`src/rtl/mfsf_pkg.sv`:
```
// ----------------------------------------------------------------------------
// mfsf_pkg
// widths, header codes, job record and constant lookup tables
// ----------------------------------------------------------------------------
package mfsf_pkg;

   localparam int MAX_BUFFER  = 4096;
   localparam int POS_W       = $clog2(MAX_BUFFER + 1);
   localparam int OFF_W       = 12;
   localparam int DATA_W      = 8;
   localparam int BLEN_W      = 13;
   localparam int LEN_W       = 11;
   localparam int BPS_W       = 19;
   localparam int RATE_W      = 16;
   localparam int CH_W        = 2;
   localparam int VER_W       = 2;
   localparam int REQ_TDATA_W = 24;
   localparam int RSP_TDATA_W = 64;
   localparam int QUEUE_DEPTH = 4;
   localparam int QPTR_W      = $clog2(QUEUE_DEPTH);
   localparam int QCNT_W      = $clog2(QUEUE_DEPTH + 1);

   localparam int MIN_FRAME   = 24;
   localparam int FIRST_CAND  = 3;

   localparam logic [7:0] SYNC_BYTE = 8'hFF;
   localparam logic [2:0] SYNC_TOP  = 3'b111;

   // version field codes in the header
   localparam logic [1:0] HDR_VER_25  = 2'b00;
   localparam logic [1:0] HDR_VER_RES = 2'b01;
   localparam logic [1:0] HDR_VER_2   = 2'b10;
   localparam logic [1:0] HDR_VER_1   = 2'b11;
   localparam logic [1:0] HDR_LAYER_3 = 2'b01;
   localparam logic [1:0] HDR_MODE_MONO = 2'b11;
   localparam logic [3:0] BRI_FREE    = 4'd0;
   localparam logic [3:0] BRI_BAD     = 4'd15;
   localparam logic [1:0] SRI_RES     = 2'd3;

   // reported version codes
   localparam logic [VER_W-1:0] VER_MPEG1  = 2'd0;
   localparam logic [VER_W-1:0] VER_MPEG2  = 2'd1;
   localparam logic [VER_W-1:0] VER_MPEG25 = 2'd2;

   localparam logic [CH_W-1:0] CH_MONO   = 2'd1;
   localparam logic [CH_W-1:0] CH_STEREO = 2'd2;

   localparam int RATE_44K = 44100;
   localparam int RATE_48K = 48000;
   localparam int RATE_32K = 32000;
   localparam int MUL_V1   = 144000;
   localparam int MUL_V25  = 2 * 72000;
   localparam int MUL_V25X = 2 * MUL_V25;
   localparam int KBPS_MUL = 1000;

   localparam int KBPS_V1 [16] = '{0, 32, 40, 48, 56, 64, 80, 96, 112, 128, 160, 192,
                                    224, 256, 320, 0};
   localparam int KBPS_V2 [16] = '{0, 8, 16, 24, 32, 40, 48, 56, 64, 80, 96, 112,
                                    128, 144, 160, 0};

   typedef logic [255:0][LEN_W-1:0]  len_tab_type;
   typedef logic [31:0][BPS_W-1:0]   bps_tab_type;
   typedef logic [15:0][RATE_W-1:0]  rate_tab_type;

   typedef struct packed {
      logic              first;
      logic              last;
      logic              cand;
      logic [1:0]        ver;
      logic [1:0]        sri;
      logic [3:0]        bri;
      logic              pad;
      logic              mono;
      logic [OFF_W-1:0]  off;
      logic [POS_W-1:0]  avail;
   } mfsf_job_type;

   // frame length without padding, indexed by version, rate index and bitrate index
   function automatic len_tab_type build_len_table();
      len_tab_type t;
      int ver;
      int sri;
      int bri;
      int k;
      int m;
      int q;
      for (int i = 0; i < 256; i++) begin
         ver = (i >> 6) & 3;
         sri = (i >> 4) & 3;
         bri = i & 15;
         k   = (ver == 3) ? KBPS_V1[bri] : KBPS_V2[bri];
         m   = (ver == 0) ? MUL_V25X : MUL_V1;
         case (sri)
            0:       q = (m * k) / RATE_44K;
            1:       q = (m * k) / RATE_48K;
            default: q = (m * k) / RATE_32K;
         endcase
         if (ver == 1 || sri == 3 || bri == 0 || bri == 15) begin
            t[i] = '0;
         end else begin
            t[i] = LEN_W'(q);
         end
      end
      return t;
   endfunction

   // bitrate in bit/s, indexed by mpeg1 flag and bitrate index
   function automatic bps_tab_type build_bps_table();
      bps_tab_type t;
      int k;
      for (int i = 0; i < 32; i++) begin
         k    = (i >= 16) ? KBPS_V1[i & 15] : KBPS_V2[i & 15];
         t[i] = BPS_W'(k * KBPS_MUL);
      end
      return t;
   endfunction

   // sample rate after version scaling, indexed by version and rate index
   function automatic rate_tab_type build_rate_table();
      rate_tab_type t;
      int ver;
      int sri;
      int r;
      for (int i = 0; i < 16; i++) begin
         ver = (i >> 2) & 3;
         sri = i & 3;
         case (sri)
            0:       r = RATE_44K;
            1:       r = RATE_48K;
            2:       r = RATE_32K;
            default: r = 0;
         endcase
         case (ver)
            3:       t[i] = RATE_W'(r);
            2:       t[i] = RATE_W'(r >> 1);
            0:       t[i] = RATE_W'(r >> 2);
            default: t[i] = '0;
         endcase
      end
      return t;
   endfunction

   localparam len_tab_type  LEN_TABLE  = build_len_table();
   localparam bps_tab_type  BPS_TABLE  = build_bps_table();
   localparam rate_tab_type RATE_TABLE = build_rate_table();

endpackage

```
`src/rtl/mp3_frame_sync_finder.sv`:
```
// ----------------------------------------------------------------------------
// mp3_frame_sync_finder
// finds the first valid layer iii frame header in each byte buffer
// ----------------------------------------------------------------------------
//  channel  dir  handshake              contents
//  req_     in   req_tvalid/req_tready  one buffer byte, length, first and last marks
//  rsp_     out  rsp_tvalid/rsp_tready  one result per buffer, hit or not found
//
//  one byte a cycle while the four-entry job queue has room
//  the deciding byte's job passes through the queue and then the output register before the result shows
//  bytes that can never decide anything skip the queue
//  synchronous reset clears window, position, queue and result flag
//  a stalled result holds the evaluator while intake carries on until the queue fills
// ----------------------------------------------------------------------------
module mp3_frame_sync_finder (
   input  logic                              clock,
   input  logic                              reset,
   input  logic                              req_tvalid,
   output logic                              req_tready,
   // data_byte [7:0], buffer_length [20:8], zero fill
   input  logic [mfsf_pkg::REQ_TDATA_W-1:0]  req_tdata,
   // first_byte
   input  logic                              req_tuser,
   input  logic                              req_tlast,
   output logic                              rsp_tvalid,
   input  logic                              rsp_tready,
   // frame_offset [11:0], frame_length [22:12], bitrate_bps [41:23],
   // sample_rate [57:42], channel_count [59:58], mpeg_version [61:60], zero fill
   output logic [mfsf_pkg::RSP_TDATA_W-1:0]  rsp_tdata,
   // found
   output logic                              rsp_tuser
);
   import mfsf_pkg::*;

   mfsf_job_type  push_job;
   mfsf_job_type  head_job;
   logic          q_push;
   logic          q_full;
   logic          q_pop;
   logic          q_valid;

   mfsf_front u_front (
      .clock      (clock),
      .reset      (reset),
      .req_tvalid (req_tvalid),
      .req_tready (req_tready),
      .req_tdata  (req_tdata),
      .req_tuser  (req_tuser),
      .req_tlast  (req_tlast),
      .q_full     (q_full),
      .q_push     (q_push),
      .q_job      (push_job)
   );

   mfsf_queue u_queue (
      .clock     (clock),
      .reset     (reset),
      .push      (q_push),
      .push_job  (push_job),
      .full      (q_full),
      .pop       (q_pop),
      .not_empty (q_valid),
      .head_job  (head_job)
   );

   mfsf_back u_back (
      .clock      (clock),
      .reset      (reset),
      .q_valid    (q_valid),
      .q_job      (head_job),
      .q_pop      (q_pop),
      .rsp_tvalid (rsp_tvalid),
      .rsp_tready (rsp_tready),
      .rsp_tdata  (rsp_tdata),
      .rsp_tuser  (rsp_tuser)
   );

endmodule

```
`src/rtl/mfsf_front.sv`:
```
// ----------------------------------------------------------------------------
// mfsf_front
// byte intake: sliding window, position count and header pre-check
// ----------------------------------------------------------------------------
module mfsf_front (
   input  logic                              clock,
   input  logic                              reset,
   input  logic                              req_tvalid,
   output logic                              req_tready,
   input  logic [mfsf_pkg::REQ_TDATA_W-1:0]  req_tdata,
   input  logic                              req_tuser,
   input  logic                              req_tlast,
   input  logic                              q_full,
   output logic                              q_push,
   output mfsf_pkg::mfsf_job_type            q_job
);
   import mfsf_pkg::*;

   logic [23:0]       window_ff, window_in;
   logic [POS_W-1:0]  pos_ff, pos_in;
   logic [POS_W-1:0]  pos_cur;
   logic [POS_W-1:0]  eff;
   logic [BLEN_W-1:0] blen;
   logic [7:0]        b0, b1, b2, b3;
   logic              in_range;
   logic              hdr_ok;
   logic              accept;
   logic [POS_W-1:0]  off_full;

   assign req_tready = !q_full;
   assign accept     = req_tvalid && req_tready;

   assign b0   = window_ff[23:16];
   assign b1   = window_ff[15:8];
   assign b2   = window_ff[7:0];
   assign b3   = req_tdata[DATA_W-1:0];
   assign blen = req_tdata[DATA_W +: BLEN_W];

   assign pos_cur  = req_tuser ? '0 : pos_ff;
   assign eff      = (POS_W'(blen) < POS_W'(MAX_BUFFER)) ? POS_W'(blen) : POS_W'(MAX_BUFFER);
   assign in_range = (pos_cur >= POS_W'(FIRST_CAND)) && (pos_cur < eff);
   assign off_full = pos_cur - POS_W'(FIRST_CAND);

   assign hdr_ok = (b0 == SYNC_BYTE) && (b1[7:5] == SYNC_TOP) && (b1[4:3] != HDR_VER_RES)
                && (b1[2:1] == HDR_LAYER_3) && (b2[7:4] != BRI_FREE) && (b2[7:4] != BRI_BAD)
                && (b2[3:2] != SRI_RES);

   always_comb begin
      q_job.first = req_tuser;
      q_job.last  = req_tlast;
      q_job.cand  = in_range && hdr_ok;
      q_job.ver   = b1[4:3];
      q_job.sri   = b2[3:2];
      q_job.bri   = b2[7:4];
      q_job.pad   = b2[1];
      q_job.mono  = (b3[7:6] == HDR_MODE_MONO);
      q_job.off   = off_full[OFF_W-1:0];
      q_job.avail = eff - off_full;
   end

   assign q_push = accept && (req_tuser || req_tlast || q_job.cand);

   always_comb begin
      window_in = window_ff;
      pos_in    = pos_ff;
      if (accept) begin
         window_in = {window_ff[15:0], b3};
         pos_in    = (pos_cur < POS_W'(MAX_BUFFER)) ? pos_cur + 1'b1 : pos_cur;
      end
   end

   always_ff @(posedge clock) begin
      if (reset) begin
         window_ff <= '0;
         pos_ff    <= '0;
      end else begin
         window_ff <= window_in;
         pos_ff    <= pos_in;
      end
   end

endmodule

```
`src/rtl/mfsf_queue.sv`:
```
// ----------------------------------------------------------------------------
// mfsf_queue
// short job queue between intake and evaluation
// ----------------------------------------------------------------------------
module mfsf_queue (
   input  logic                    clock,
   input  logic                    reset,
   input  logic                    push,
   input  mfsf_pkg::mfsf_job_type  push_job,
   output logic                    full,
   input  logic                    pop,
   output logic                    not_empty,
   output mfsf_pkg::mfsf_job_type  head_job
);
   import mfsf_pkg::*;

   mfsf_job_type       slot_ff [QUEUE_DEPTH];
   logic [QPTR_W-1:0]  wr_ff, wr_in;
   logic [QPTR_W-1:0]  rd_ff, rd_in;
   logic [QCNT_W-1:0]  cnt_ff, cnt_in;
   logic               do_push;
   logic               do_pop;

   assign full      = (cnt_ff == QCNT_W'(QUEUE_DEPTH));
   assign not_empty = (cnt_ff != '0);
   assign head_job  = slot_ff[rd_ff];
   assign do_push   = push && !full;
   assign do_pop    = pop && not_empty;

   always_comb begin
      wr_in  = do_push ? wr_ff + 1'b1 : wr_ff;
      rd_in  = do_pop ? rd_ff + 1'b1 : rd_ff;
      cnt_in = cnt_ff;
      if (do_push && !do_pop) begin
         cnt_in = cnt_ff + 1'b1;
      end else if (do_pop && !do_push) begin
         cnt_in = cnt_ff - 1'b1;
      end
   end

   always_ff @(posedge clock) begin
      if (do_push) begin
         slot_ff[wr_ff] <= push_job;
      end
   end

   always_ff @(posedge clock) begin
      if (reset) begin
         wr_ff  <= '0;
         rd_ff  <= '0;
         cnt_ff <= '0;
      end else begin
         wr_ff  <= wr_in;
         rd_ff  <= rd_in;
         cnt_ff <= cnt_in;
      end
   end

endmodule

```
`src/rtl/mfsf_back.sv`:
```
// ----------------------------------------------------------------------------
// mfsf_back
// frame length check, per-buffer result selection and output register
// ----------------------------------------------------------------------------
module mfsf_back (
   input  logic                              clock,
   input  logic                              reset,
   input  logic                              q_valid,
   input  mfsf_pkg::mfsf_job_type            q_job,
   output logic                              q_pop,
   output logic                              rsp_tvalid,
   input  logic                              rsp_tready,
   output logic [mfsf_pkg::RSP_TDATA_W-1:0]  rsp_tdata,
   output logic                              rsp_tuser
);
   import mfsf_pkg::*;

   logic                    done_ff, done_in;
   logic                    valid_ff, valid_in;
   logic                    found_ff, found_in;
   logic [RSP_TDATA_W-1:0]  data_ff, data_in;
   logic                    done_cur;
   logic [LEN_W-1:0]        len;
   logic                    hit;
   logic                    emit;
   logic                    is_v1;
   logic [VER_W-1:0]        ver_code;
   logic [CH_W-1:0]         ch;

   assign q_pop = q_valid && (!valid_ff || rsp_tready);

   assign done_cur = q_job.first ? 1'b0 : done_ff;
   assign len      = LEN_TABLE[{q_job.ver, q_job.sri, q_job.bri}] + LEN_W'(q_job.pad);
   assign hit      = q_job.cand && (len >= LEN_W'(MIN_FRAME))
                  && (POS_W'(len) <= q_job.avail);
   assign emit     = !done_cur && (hit || q_job.last);
   assign is_v1    = (q_job.ver == HDR_VER_1);
   assign ch       = q_job.mono ? CH_MONO : CH_STEREO;

   always_comb begin
      unique case (q_job.ver)
         HDR_VER_1: ver_code = VER_MPEG1;
         HDR_VER_2: ver_code = VER_MPEG2;
         default:   ver_code = VER_MPEG25;
      endcase
   end

   always_comb begin
      done_in  = done_ff;
      valid_in = valid_ff && !rsp_tready;
      found_in = found_ff;
      data_in  = data_ff;
      if (q_pop) begin
         done_in = done_cur || emit;
         if (emit) begin
            valid_in = 1'b1;
            found_in = hit;
            data_in  = '0;
            if (hit) begin
               data_in = {2'b00, ver_code, ch,
                          RATE_TABLE[{q_job.ver, q_job.sri}],
                          BPS_TABLE[{is_v1, q_job.bri}],
                          len, q_job.off};
            end
         end
      end
   end

   always_ff @(posedge clock) begin
      if (reset) begin
         done_ff  <= 1'b0;
         valid_ff <= 1'b0;
      end else begin
         done_ff  <= done_in;
         valid_ff <= valid_in;
      end
      found_ff <= found_in;
      data_ff  <= data_in;
   end

   assign rsp_tvalid = valid_ff;
   assign rsp_tuser  = found_ff;
   assign rsp_tdata  = data_ff;

endmodule

```
`config.mk`:
```
export PLATFORM = sky130hd
export DESIGN_NAME = mp3_frame_sync_finder
export DESIGN_NICKNAME = d
export VERILOG_FILES = /design/src/rtl/mfsf_pkg.sv /design/src/rtl/mp3_frame_sync_finder.sv /design/src/rtl/mfsf_front.sv /design/src/rtl/mfsf_queue.sv /design/src/rtl/mfsf_back.sv
export SDC_FILE = /design/constraint.sdc
export NUM_CORES = 1
export LEC_CHECK = 0
export ABC_AREA = 1
export BUFFER_PORTS_ARGS = -buffer_cell sky130_fd_sc_hd__buf_2
export CORE_ASPECT_RATIO = 0.75
export CORE_UTILIZATION = 35
export CTS_CLUSTER_SIZE = 10
export DETAILED_ROUTE_END_ITERATION = 8
export PLACE_DENSITY = 0.54
export SLEW_MARGIN = 25
export SYNTH_ARGS = -nofsm -noshare
export SYNTH_HDL_FRONTEND = slang
export SYNTH_SLANG_ARGS = --single-unit
```
`constraint.sdc`:
```
create_clock -name clock -period 6.26 [get_ports clock]
set_input_delay 0.626 -clock clock [delete_from_list [all_inputs] [get_ports clock]]
set_output_delay 0.626 -clock clock [all_outputs]
set_load 0.02 [all_outputs]
```
Word-level counts from Yosys, hierarchy flattened

Memories as Yosys holds them, arrays and structs flattened. A register that Yosys moved wholly into a read port is not among the register bits.
Index checks and enable logic that the tools add are counted.

RAM bits: 152
ROM bits: 3680
Memories kept: 4
Register bits: 111

Memory list:

| name             | words | width | rd ports | clocked after memory_dff | wr ports | line             | source |
|---|---|---|---|---|---|---|---|
| (name not given) | 256   | 11    | 1        | 0                        | 0        | mfsf_back.sv:33  | `assign len = LEN_TABLE[{q_job.ver, q_job.sri, q_job.bri}] + LEN_W'(q_job.pad);` |
| (name not given) | 32    | 19    | 1        | 1                        | 0        | mfsf_back.sv:62  | `BPS_TABLE[{is_v1, q_job.bri}],` |
| (name not given) | 16    | 16    | 1        | 1                        | 0        | mfsf_back.sv:61  | `RATE_TABLE[{q_job.ver, q_job.sri}],` |
| u_queue.slot_ff  | 4     | 38    | 1        | 1                        | 1        | mfsf_queue.sv:17 | `mfsf_job_type slot_ff [QUEUE_DEPTH];` |

Multiplexer cells: 17
Order comparisons: 9
Add/sub/neg operators: 8
Reduce and logical (&&, ||, !) cells: 36
Equal/unequal tests: 10

Operators by type and width:

| cell                                                                | count |
|---|---|
| two-way mux 13 bit                                                  | 3 |
| < comparator 13 bit (second input constant)                         | 2 |
| logical AND 1 bit                                                   | 19 |
| two-way mux 19 bit                                                  | 1 |
| two-way mux 16 bit                                                  | 1 |
| adder 13 x 1 -> 13 bit (second input constant)                      | 1 |
| greater-or-equal comparator 13 x 2 -> 1 bit (second input constant) | 1 |
| <= comparator 11 x 13 -> 1 bit                                      | 1 |
| < comparator 13 bit                                                 | 1 |
| subtractor 13 bit                                                   | 1 |
| subtractor 13 x 2 -> 13 bit (second input constant)                 | 1 |
| adder 11 x 1 -> 11 bit                                              | 1 |
| greater-or-equal comparator 11 x 5 -> 1 bit (second input constant) | 1 |
| two-way mux 11 bit                                                  | 1 |
| < comparator 8 x 9 -> 1 bit (second input constant)                 | 1 |
| equality test 8 bit (second input constant)                         | 1 |
| logical NOT 1 bit                                                   | 8 |
| equality test 2 bit (second input constant)                         | 3 |
| equality test 3 bit (second input constant)                         | 2 |
| < comparator 5 x 6 -> 1 bit (second input constant)                 | 1 |
| two-way mux 2 bit                                                   | 3 |
| two-way mux 3 bit                                                   | 2 |
| logical OR 1 bit                                                    | 5 |
| < comparator 4 x 5 -> 1 bit (second input constant)                 | 1 |
| other kinds (13)                                                    | 18 |

Depth between registers and ports, before layout

Gate-level depths: netlist of run 1.

Word-level depth: 15
Gate-level depth with buffers: 37

Hierarchy

From an unflattened synthesis of run 1, not the netlist that was laid out.

Cells, all modules: 1540
Area total of the unflattened synthesis: 13895.8 um2

Modules (own cells, without submodules):

| module     | area an instance (um2) | cells an instance | times used |
|---|---|---|---|
| mfsf_queue | 6123.4                 | 437               | 1 |
| mfsf_back  | 4715.8                 | 626               | 1 |
| mfsf_front | 3056.7                 | 477               | 1 |

Least setup slack after synthesis of run 1

OpenSTA, ideal clock, no wires.

Path kind: flip-flop to flip-flop
Start point: reg (tool-made name)
End point: reg u_back.data_ff[0], in the netlist u_back.rsp_tdata[0], enable pin
Cell stages (with the launch flop): 31
Setup slack: 0.619 ns
Arrival: 5.232 ns
Cell sequence: dfxtp_1 > buf_4 > inv_4 > buf_4 > nand3_1 > nand2_1 > ha_1 > inv_1 > nand3_1 > nand2_2 > nor2_2 > a21oi_1 > o21ai_0 > ha_1 > ha_1 > nand3_1 > nor2_2 > nand3_1 > nand2_1 > nand2_1 > inv_1 > ha_1 > a21oi_1 > a21boi_0 > o21ai_0 > a221o_1 > a21boi_0 > nand2_4 > nand2_1 > nand3_1 > inv_1

RTL lines:

| element              | line            | source |
|---|---|---|
| to (signal assigned) | mfsf_back.sv:78 | `data_ff <= data_in;` |
| to (decl)            | mfsf_back.sv:21 | `logic [RSP_TDATA_W-1:0] data_ff, data_in;` |

==> results of run 1 <==
==> cell families (layout without fill, tap and decap cells) <==
group | Yosys count | count (layout) | share of synthesized area
adder cells (fa/ha/maj) | 60 | 60 | 0.0564
flip-flops | 255 | 255 | 0.529
buffers and inverters | 226 | 333 | 0.0740
other | 1 | 9 | 0.000276
AND/OR/NAND/NOR | 690 | 690 | 0.220
XOR/XNOR | 19 | 19 | 0.0123
AO/OA/AOI/OAI | 239 | 239 | 0.108
==> registers in the layout, summed over array words and instances, names as in the netlist, named ones only <==
name / count
u_front.pos_ff: 13
u_queue.rd_ff: 2
u_queue.slot_ff: 152
u_back.done_ff: 1
u_back.rsp_tuser: 1
u_back.rsp_tvalid: 1
u_queue.wr_ff: 2
u_queue.cnt_ff: 3
u_back.rsp_tdata: 54
u_front.window_ff: 24
==> Yosys cell counts (4+ instances only) <==
cell type	count
nand3_1	113
nor2_1	152
buf_1	5
nand4_1	10
o21ai_0	69
nor4_1	6
edfxtp_1	207
a21oi_1	103
ha_1	58
buf_6	5
clkbuf_1	29
o211ai_1	4
nand3_2	4
inv_1	144
dfxtp_1	48
nor2_2	14
xor2_1	18
nand2_2	12
inv_2	8
nor3_1	21
a31oi_1	5
o21ai_1	7
a32o_1	12
o22ai_1	4
nand2_1	344
a221oi_2	12
buf_2	11
buf_4	19
==> layout make-up <==
class / instances / area [um2] / share of cell area
sequential: 255 / 7180 / 0.463
multi-input combinational: 1017 / 5460 / 0.352
clock buffer: 45 / 807 / 0.0520
inverter: 155 / 594 / 0.0383
tap: 512 / 641 / 0.0413
clock inverter: 5 / 52.6 / 0.00339
timing repair buffer: 127 / 781 / 0.0503
timing repair inverter: 1 / 6.26 / 0.000403
==> layer usage <==
layer  share of wire  GRT usage
met5               0          0
met4           0.016     0.0359
met3           0.060     0.0282
met2            0.42      0.272
met1            0.50      0.262
==> stage by stage <==
step,utilization,instance area [um2],power [uW]
2_1_floorplan,-,13600,6140
3_3_place_gp,0.382,14600,7610
3_5_place_dp,0.382,14600,7620
4_1_cts,0.404,15500,9190
5_1_grt,0.406,15500,9980
6_report,0.406,15500,9250
==> worst max-delay path: cells and delay by family, from the launching register on <==
kind / cells / cell delay [ns]
compound gates: 8 / 1.54
fa+ha+maj: 4 / 0.79
buf+inv: 5 / 0.81
flops: 1 / 0.38
simple gates: 14 / 1.88
==> timing repair <==
action / in CTS / in global routing
hold buffers: 0 / 0
gates resized for setup: 0 / 9
endpoints found under the setup margin: 0 / 55
buffers inserted: 0 / 3
==> worst paths after layout <==
path                    startpoint              endpoint  slack [ns]  cells after the start
setup reg to reg         flip-flop  u_back.rsp_tdata[41]        0.50                     31
setup / recovery         flip-flop  u_back.rsp_tdata[41]        0.50                     31
hold reg to reg   u_queue.rd_ff[1]      u_queue.rd_ff[1]        0.47                      2
hold / removal        req_tdata[0]  u_front.window_ff[0]        0.30                      3
==> power groups by stage <==
| stage | sequential (uW) | clock (uW) | combinational [uW] |
|---|---|---|---|
| after floorplan | 2780 | 0 | 3350 |
| after global placement | 2540 | 0 | 5070 |
| after CTS | 2510 | 1590 | 5090 |
| after global routing | 2550 | 1650 | 5790 |
| final | 2510 | 1540 | 5200 |
| after detailed placement | 2550 | 0 | 5070 |
==> reports/qor.yml, run 1 <==
status: "finished, final reports clean"
setup_slack_ns: 0.496
die-area_mm2: 0.0396
critical_path_class: "flip-flop to flip-flop"
synth_top_cell_by_area: "edfxtp_1"
wl_per_cell_um: 16.9
fin_setup_tns_ns: 0
vdd_ir_drop_max_mv: 0.327
synthArstFlopShare: 0
initial_core_util: 0.355
clk_latency_ns: 0.58
mostFrequentLayoutCell: "nand2_1"
fp.dieW_um: 229
htree_levels: 1
worstSetupEndpointType: "flip-flop"
skew_ns: 0.0550
clock-sinks: 255
num_vias: 10600
slew_viol_final: 0
ys_seq_elements: 255
p_switching_uw: 4390
cts_tree: "built"
antenna_cells: 0
clk_pin_slew_ns: 0.06
relSlewSlack: 0.384
layout.nets: 1677
yosys_warnings: 0
n_fill_cell: 3842
placementRows: 62
clock_path_buffers: 3
swShare: 0.474
power_frac_comb: 0.563
drt_wl_total_mm: 35.7
crit_arrival_ns: 6.00
p_leak_uw: 0.00657
pwr-share-seq: 0.271
cts_made_buffers: 30
fin_crit_sh: 0.921
p_clk_frac: 0.166
synth_edf_count: 207
drive_gt1_frac: 0.143
dp_hpwl_mm: 24.4
port_buffers: 84
holdWs_ns: 0.296
grt_max_degree: 52
areaGrowthSynthToFinish_pct: 14.4
ys.flop_type: "edfxtp_1"
ant_nets: 0
cpPeakStageDelay_ns: 0.38
root_buffer: "clkbuf_16"
syn_area_mm2: 0.0136
io_pins: 97
synth.top_cell.area_share: 0.458
grt-ovfl-total: 0
core_mm2: 0.0382
min_period_ns: 5.76
cpMostUsedCell: "nand2_1"
post-place-ws_ns: 0.345
hp-class: "input port to flip-flop"
max_freq_mhz: 173
grt_pass1_vias: 9826
drc: 0
netlist_instances: 1490
layout_common_cells: "344 x nand2_1, 207 x edfxtp_1, 148 x nor2_1"
drt_iter0_markers: 878
place_inst: 2063
grt_pass1_wl_mm: 54.9
hold_viol: 0
synth_cell_types: 57
crit_fanout: 19
place.gp.congestion: 0.911
firstDrtPassIters: 8
tightest_slew_ns: 0.919
synth.area.top_cells: "edfxtp_1 46%, nand2_1 9.5%, dfxtp_1 7.1%"
cp_data_required_time_ns: 6.50
yosysSeqAreaShare: 0.529
slowest_stage: "dfxtp_2"
power.density_mw_per_mm2: 596
maxCapViolCount: 0
rsz0062_at_grt: "false"
setup_viol: 0
intPower_uw: 4860
instances_no_fill: 2117
antenna_found_initial: 0
die_h_um: 172
grt_usage: 0.177
viasPerCell: 4.99
startpoint_type: "flip-flop"
syn_area_per_cell_um2: 9.10
(Power assumes the default switching activity.)
==> run 2, diff against run 1 <==
--- a/config.mk
+++ b/config.mk
@@ -8,10 +8,10 @@
 export ABC_AREA = 1
 export BUFFER_PORTS_ARGS = -buffer_cell sky130_fd_sc_hd__buf_2
 export CORE_ASPECT_RATIO = 0.75
-export CORE_UTILIZATION = 35
+export CORE_UTILIZATION = 36
 export CTS_CLUSTER_SIZE = 10
 export DETAILED_ROUTE_END_ITERATION = 8
-export PLACE_DENSITY = 0.54
+export PLACE_DENSITY = 0.55
 export SLEW_MARGIN = 25
 export SYNTH_ARGS = -nofsm -noshare
 export SYNTH_HDL_FRONTEND = slang
==> run 2 against run 1 <==
Compared with the run above: clock skew fell by 0.026 ns; core utilization rose by 0.77 points; first-iteration DRC count increased by 3.4%; sequential cell count is the same; wire length fell by 1.3%; critical endpoint is now u_back.rsp_tdata[33]; largest power group unchanged.
==> reports/qor.yml, run 2 (synthesis results as in run 1) <==
n_fill_cell: 3678
critical_path_class: "flip-flop to flip-flop"
dpl_cell_area_mm2: 0.0145
grt_pass1_wl_mm: 54.8
rsz0062_at_grt: "false"
tightest_slew_ns: 0.962
cpPeakStageDelay_ns: 0.40
cp_data_required_time_ns: 6.47
clk_pin_slew_ns: 0.06
worstSetupEndpointType: "flip-flop"
power_uw: 9020
maxCapViolCount: 0
antenna_found_initial: 0
clock_path_buffers: 3
cpMostUsedCell: "nand2_1"
initial_core_util: 0.366
cts_tree: "built"
hold_viol: 0
place.gp.congestion: 0.930
wl_per_cell_um: 16.8
final_util: 0.413
min_period_ns: 5.62
crit_arrival_ns: 5.84
power.density_mw_per_mm2: 588
num_vias: 10600
skew_ns: 0.0292
fin_crit_sh: 0.898
placementRows: 61
grt_pass1_vias: 9706
layout.nets: 1662
drc: 0
setup_viol: 0
regMostFlops: "u_queue.slot_ff"
startpoint_type: "flip-flop"
max_freq_mhz: 178
holdWs_ns: 0.307
cts-hold-fix-buffers: 0
firstDrtPassIters: 5
mostFrequentLayoutCell: "nand2_1"
grt-ovfl-total: 0
drt_wl_total_mm: 35.2
port_buffers: 84
crit_fanout: 55
final_area_mm2: 0.0153
die-area_mm2: 0.0385
relSlewSlack: 0.355
htree_levels: 1
fp.dieW_um: 226
cts_made_buffers: 30
p_leak_uw: 0.00647
grt_max_degree: 59
slew_viol_final: 0
grt_usage: 0.183
viasPerCell: 5.04
layout_common_cells: "343 x nand2_1, 207 x edfxtp_1, 148 x nor2_1"
io_pins: 97
clk_latency_ns: 0.57
slowest_stage: "dfxtp_2"
root_buffer: "clkbuf_16"
areaGrowthSynthToFinish_pct: 13.1
largest_reg_flops: 152
ant_nets: 0
drive_gt1_frac: 0.135
die_h_um: 170
antenna_cells: 0
drt_iter0_markers: 908
hp-class: "input port to flip-flop"
core_mm2: 0.0371
clock-sinks: 255
dp_hpwl_mm: 23.8
vdd_ir_drop_max_mv: 0.280
status: "finished, final reports clean"
fin_setup_tns_ns: 0
[run 2: stage by stage]
step	std cells	worst slack (ns)
2_1_floorplan	1498	0.619
3_3_place_gp	2044	0.668
3_5_place_dp	2044	0.645
4_1_cts	2093	0.597
5_1_grt	2093	0.0950
6_report	2093	0.635
[run 2: path summary, 6_finish.rpt]
path	depth (start not counted)	end	slack (ns)	startpoint
worst min register to register	2	u_front.window_ff[0]	0.47	u_front.window_ff[0]
worst max register to register	32	u_back.rsp_tdata[33]	0.64	flip-flop
worst min-delay path	3	u_front.window_ff[3]	0.31	req_tdata[3]
worst max-delay path	32	u_back.rsp_tdata[33]	0.64	flip-flop
[run 2: repair_timing]
item	in CTS	in global routing
gates resized for setup	0	2
endpoints found under the setup margin	0	56
setup buffers	0	0
[run 2: layout make-up]
cell class | count | area [um2] | area share
Timing Repair Buffer | 113 | 651 | 0.0424
Clock buffer | 44 | 803 | 0.0524
Inverter | 155 | 587 | 0.0383
Clock inverter | 5 | 38.8 | 0.00253
Sequential cell | 255 | 7180 | 0.468
Multi-Input combinational cell | 1017 | 5450 | 0.355
Tap cell | 504 | 631 | 0.0411
[run 2: metal layers]
metal	wire length, um	vias up	track usage
met4	512	0	0.0338
met5	0	-	0
li1	-	5223	-
met1	18200	4976	0.285
met3	2210	42	0.0302
met2	14300	309	0.262
[run 2: worst max-delay path, delay by kind of cell, from the launching register on]
kind                       cells  cell delay [ns]
adders and majority gates      4             0.79
buffers and inverters          6             0.89
and+or+nand+nor               14             1.70
DFF                            1             0.40
AOI/OAI and AO/OA              8             1.40
[run 2: report_power, final]
part           switching, uW  internal, uW  total [uW]
Sequential               126          2390        2520
Combinational           3510          1460        4970
Clock                    651           877        1530
Total                   4290          4730        9020
==> run 3, diff against run 2 <==
--- a/config.mk
+++ b/config.mk
@@ -7,11 +7,14 @@
 export LEC_CHECK = 0
 export ABC_AREA = 1
 export BUFFER_PORTS_ARGS = -buffer_cell sky130_fd_sc_hd__buf_2
+export CELL_PAD_IN_SITES_DETAIL_PLACEMENT = 0
+export CELL_PAD_IN_SITES_GLOBAL_PLACEMENT = 1
 export CORE_ASPECT_RATIO = 0.75
+export CORE_MARGIN = 1
 export CORE_UTILIZATION = 36
 export CTS_CLUSTER_SIZE = 10
 export DETAILED_ROUTE_END_ITERATION = 8
-export PLACE_DENSITY = 0.55
+export PLACE_DENSITY = 0.67
 export SLEW_MARGIN = 25
 export SYNTH_ARGS = -nofsm -noshare
 export SYNTH_HDL_FRONTEND = slang
==> run 3 against run 2 <==
Compared with the run above: sequential power barely moved; first-iteration DRC count shrank 8.1%; sequential share of layout area is essentially flat; clock-buffer cell count decreased by 1; sequential cell count did not move; worst hold slack better by 0.018 ns; global-route usage grew 0.60 points; cell area barely moved.
==> reports/qor.yml, run 3 (synthesis results as in run 1) <==
status: "finished, final reports clean"
drive_gt1_frac: 0.135
grt_usage: 0.189
grt_pass1_wl_mm: 56.1
clock-sinks: 255
critical_path.top_delay_family: "simple AND/OR/NAND/NOR gates"
layout.nets: 1664
dp_hpwl_mm: 24.9
vdd_ir_drop_max_mv: 0.384
viasPerCell: 5.00
placementRows: 61
worst-path-buf-inv: 7
fin_crit_sh: 0.902
clk_latency_ns: 0.56
fin_setup_tns_ns: 0
fp.dieW_um: 226
drc: 0
port_buffers: 84
htree_levels: 1
wl_per_cell_um: 17.2
grt_pass1_vias: 9824
grt_max_degree: 56
grt_use_met2: 0.263
antenna_found_initial: 0
critical_path_class: "flip-flop to flip-flop"
core_mm2: 0.0371
hp-class: "input port to flip-flop"
post_cts_buffers: 0
num_vias: 10500
grt-ovfl-total: 0
cpMostUsedCell: "nand3_1"
setup_viol: 0
initial_core_util: 0.366
cts-hold-fix-buffers: 0
cts_resized: 0
cp_data_required_time_ns: 6.48
drt_iter0_markers: 834
crit_arrival_ns: 5.86
largest_reg_flops: 152
maxCapViolCount: 0
firstDrtPassIters: 5
io_pins: 97
die-area_mm2: 0.0385
met3_usage: 0.0316
root_buffer: "clkbuf_16"
tightest_slew_ns: 1.04
place_inst: 2046
max_freq_mhz: 177
power.density_mw_per_mm2: 592
cts_made_buffers: 30
slowest_stage: "dfxtp_1"
rsz0062_at_grt: "false"
startpoint_type: "flip-flop"
p_leak_uw: 0.00648
layout_common_cells: "344 x nand2_1, 207 x edfxtp_1, 148 x nor2_1"
clock_path_buffers: 3
hold_viol: 0
relSlewSlack: 0.304
worstSetupEndpointType: "flip-flop"
met1_usage: 0.297
instances_no_fill: 2094
crit_fanout: 55
mostFrequentLayoutCell: "nand2_1"
drt_wl_total_mm: 36.1
place.gp.congestion: 0.888
areaGrowthSynthToFinish_pct: 13.1
clk_pin_slew_ns: 0.06
ant_nets: 0
die_h_um: 170
top_usage_layer: "met1"
skew_ns: 0.0133
regMostFlops: "u_queue.slot_ff"
slew_viol_final: 0
min_period_ns: 5.65
cts_tree: "built"
cpPeakStageDelay_ns: 0.52
==> run 3: changes by cell type in the layout (fill, tap and decap cells not counted), sizes merged <==
cell | previous run | this run
buf | 113 | 115
clkbuf | 44 | 43
clkinv | 7 | 6
diode | 0 | 1
==> run 3: worst reg2reg max path: cells and delay by family, from the launching register on <==
family	cells	cell delay (ns)
simple gates	16	2.08
compound gates	5	1.05
buf+inv	7	1.01
fa+ha+maj	3	0.61
flops	1	0.52
==> run 3: layout make-up <==
type | count | area [um2]
Antenna cell | 1 | 2.50
Clock buffer | 43 | 821
Clock inverter | 4 | 18.8
Fill cell | 3755 | 21700
Inverter | 155 | 587
Multi-Input combinational cell | 1017 | 5450
Sequential cell | 255 | 7180
Tap cell | 504 | 631
Timing Repair Buffer | 115 | 666
==> run 3: metal layers <==
layer  share of wire  wire, um
met5               0         0
met4           0.021       754
met3           0.057      2060
met2            0.40     14300
met1            0.53     19000
==> run 3: where the power goes <==
part	total (uW)	switching [uW]	internal [uW]
Sequential	2510	120	2390
Clock	1530	636	891
Combinational	5040	3560	1480
==> run 3: per-stage QoR <==
stage	setup slack (ns)	hold WS, ns	total power (uW)	cell area, um2	util
floorplan	0.619	0.436	6140	13600	-
global placement	0.658	0.455	7580	14500	0.391
detailed placement	0.604	0.468	7560	14500	0.391
CTS	0.579	0.295	9130	15300	0.414
global route	0.0427	0.308	9830	15300	0.414
finish	0.613	0.324	9080	15300	0.414
==> run 3: final timing paths <==
path                        from                      to  slack [ns]  depth (start not counted)
setup / recovery       flip-flop    u_back.rsp_tdata[39]        0.61                         31
hold reg to reg   u_back.done_ff          u_back.done_ff        0.47                          2
hold / removal         req_tlast  u_queue.slot_ff[0][36]        0.32                          1
setup reg to reg       flip-flop    u_back.rsp_tdata[39]        0.61                         31
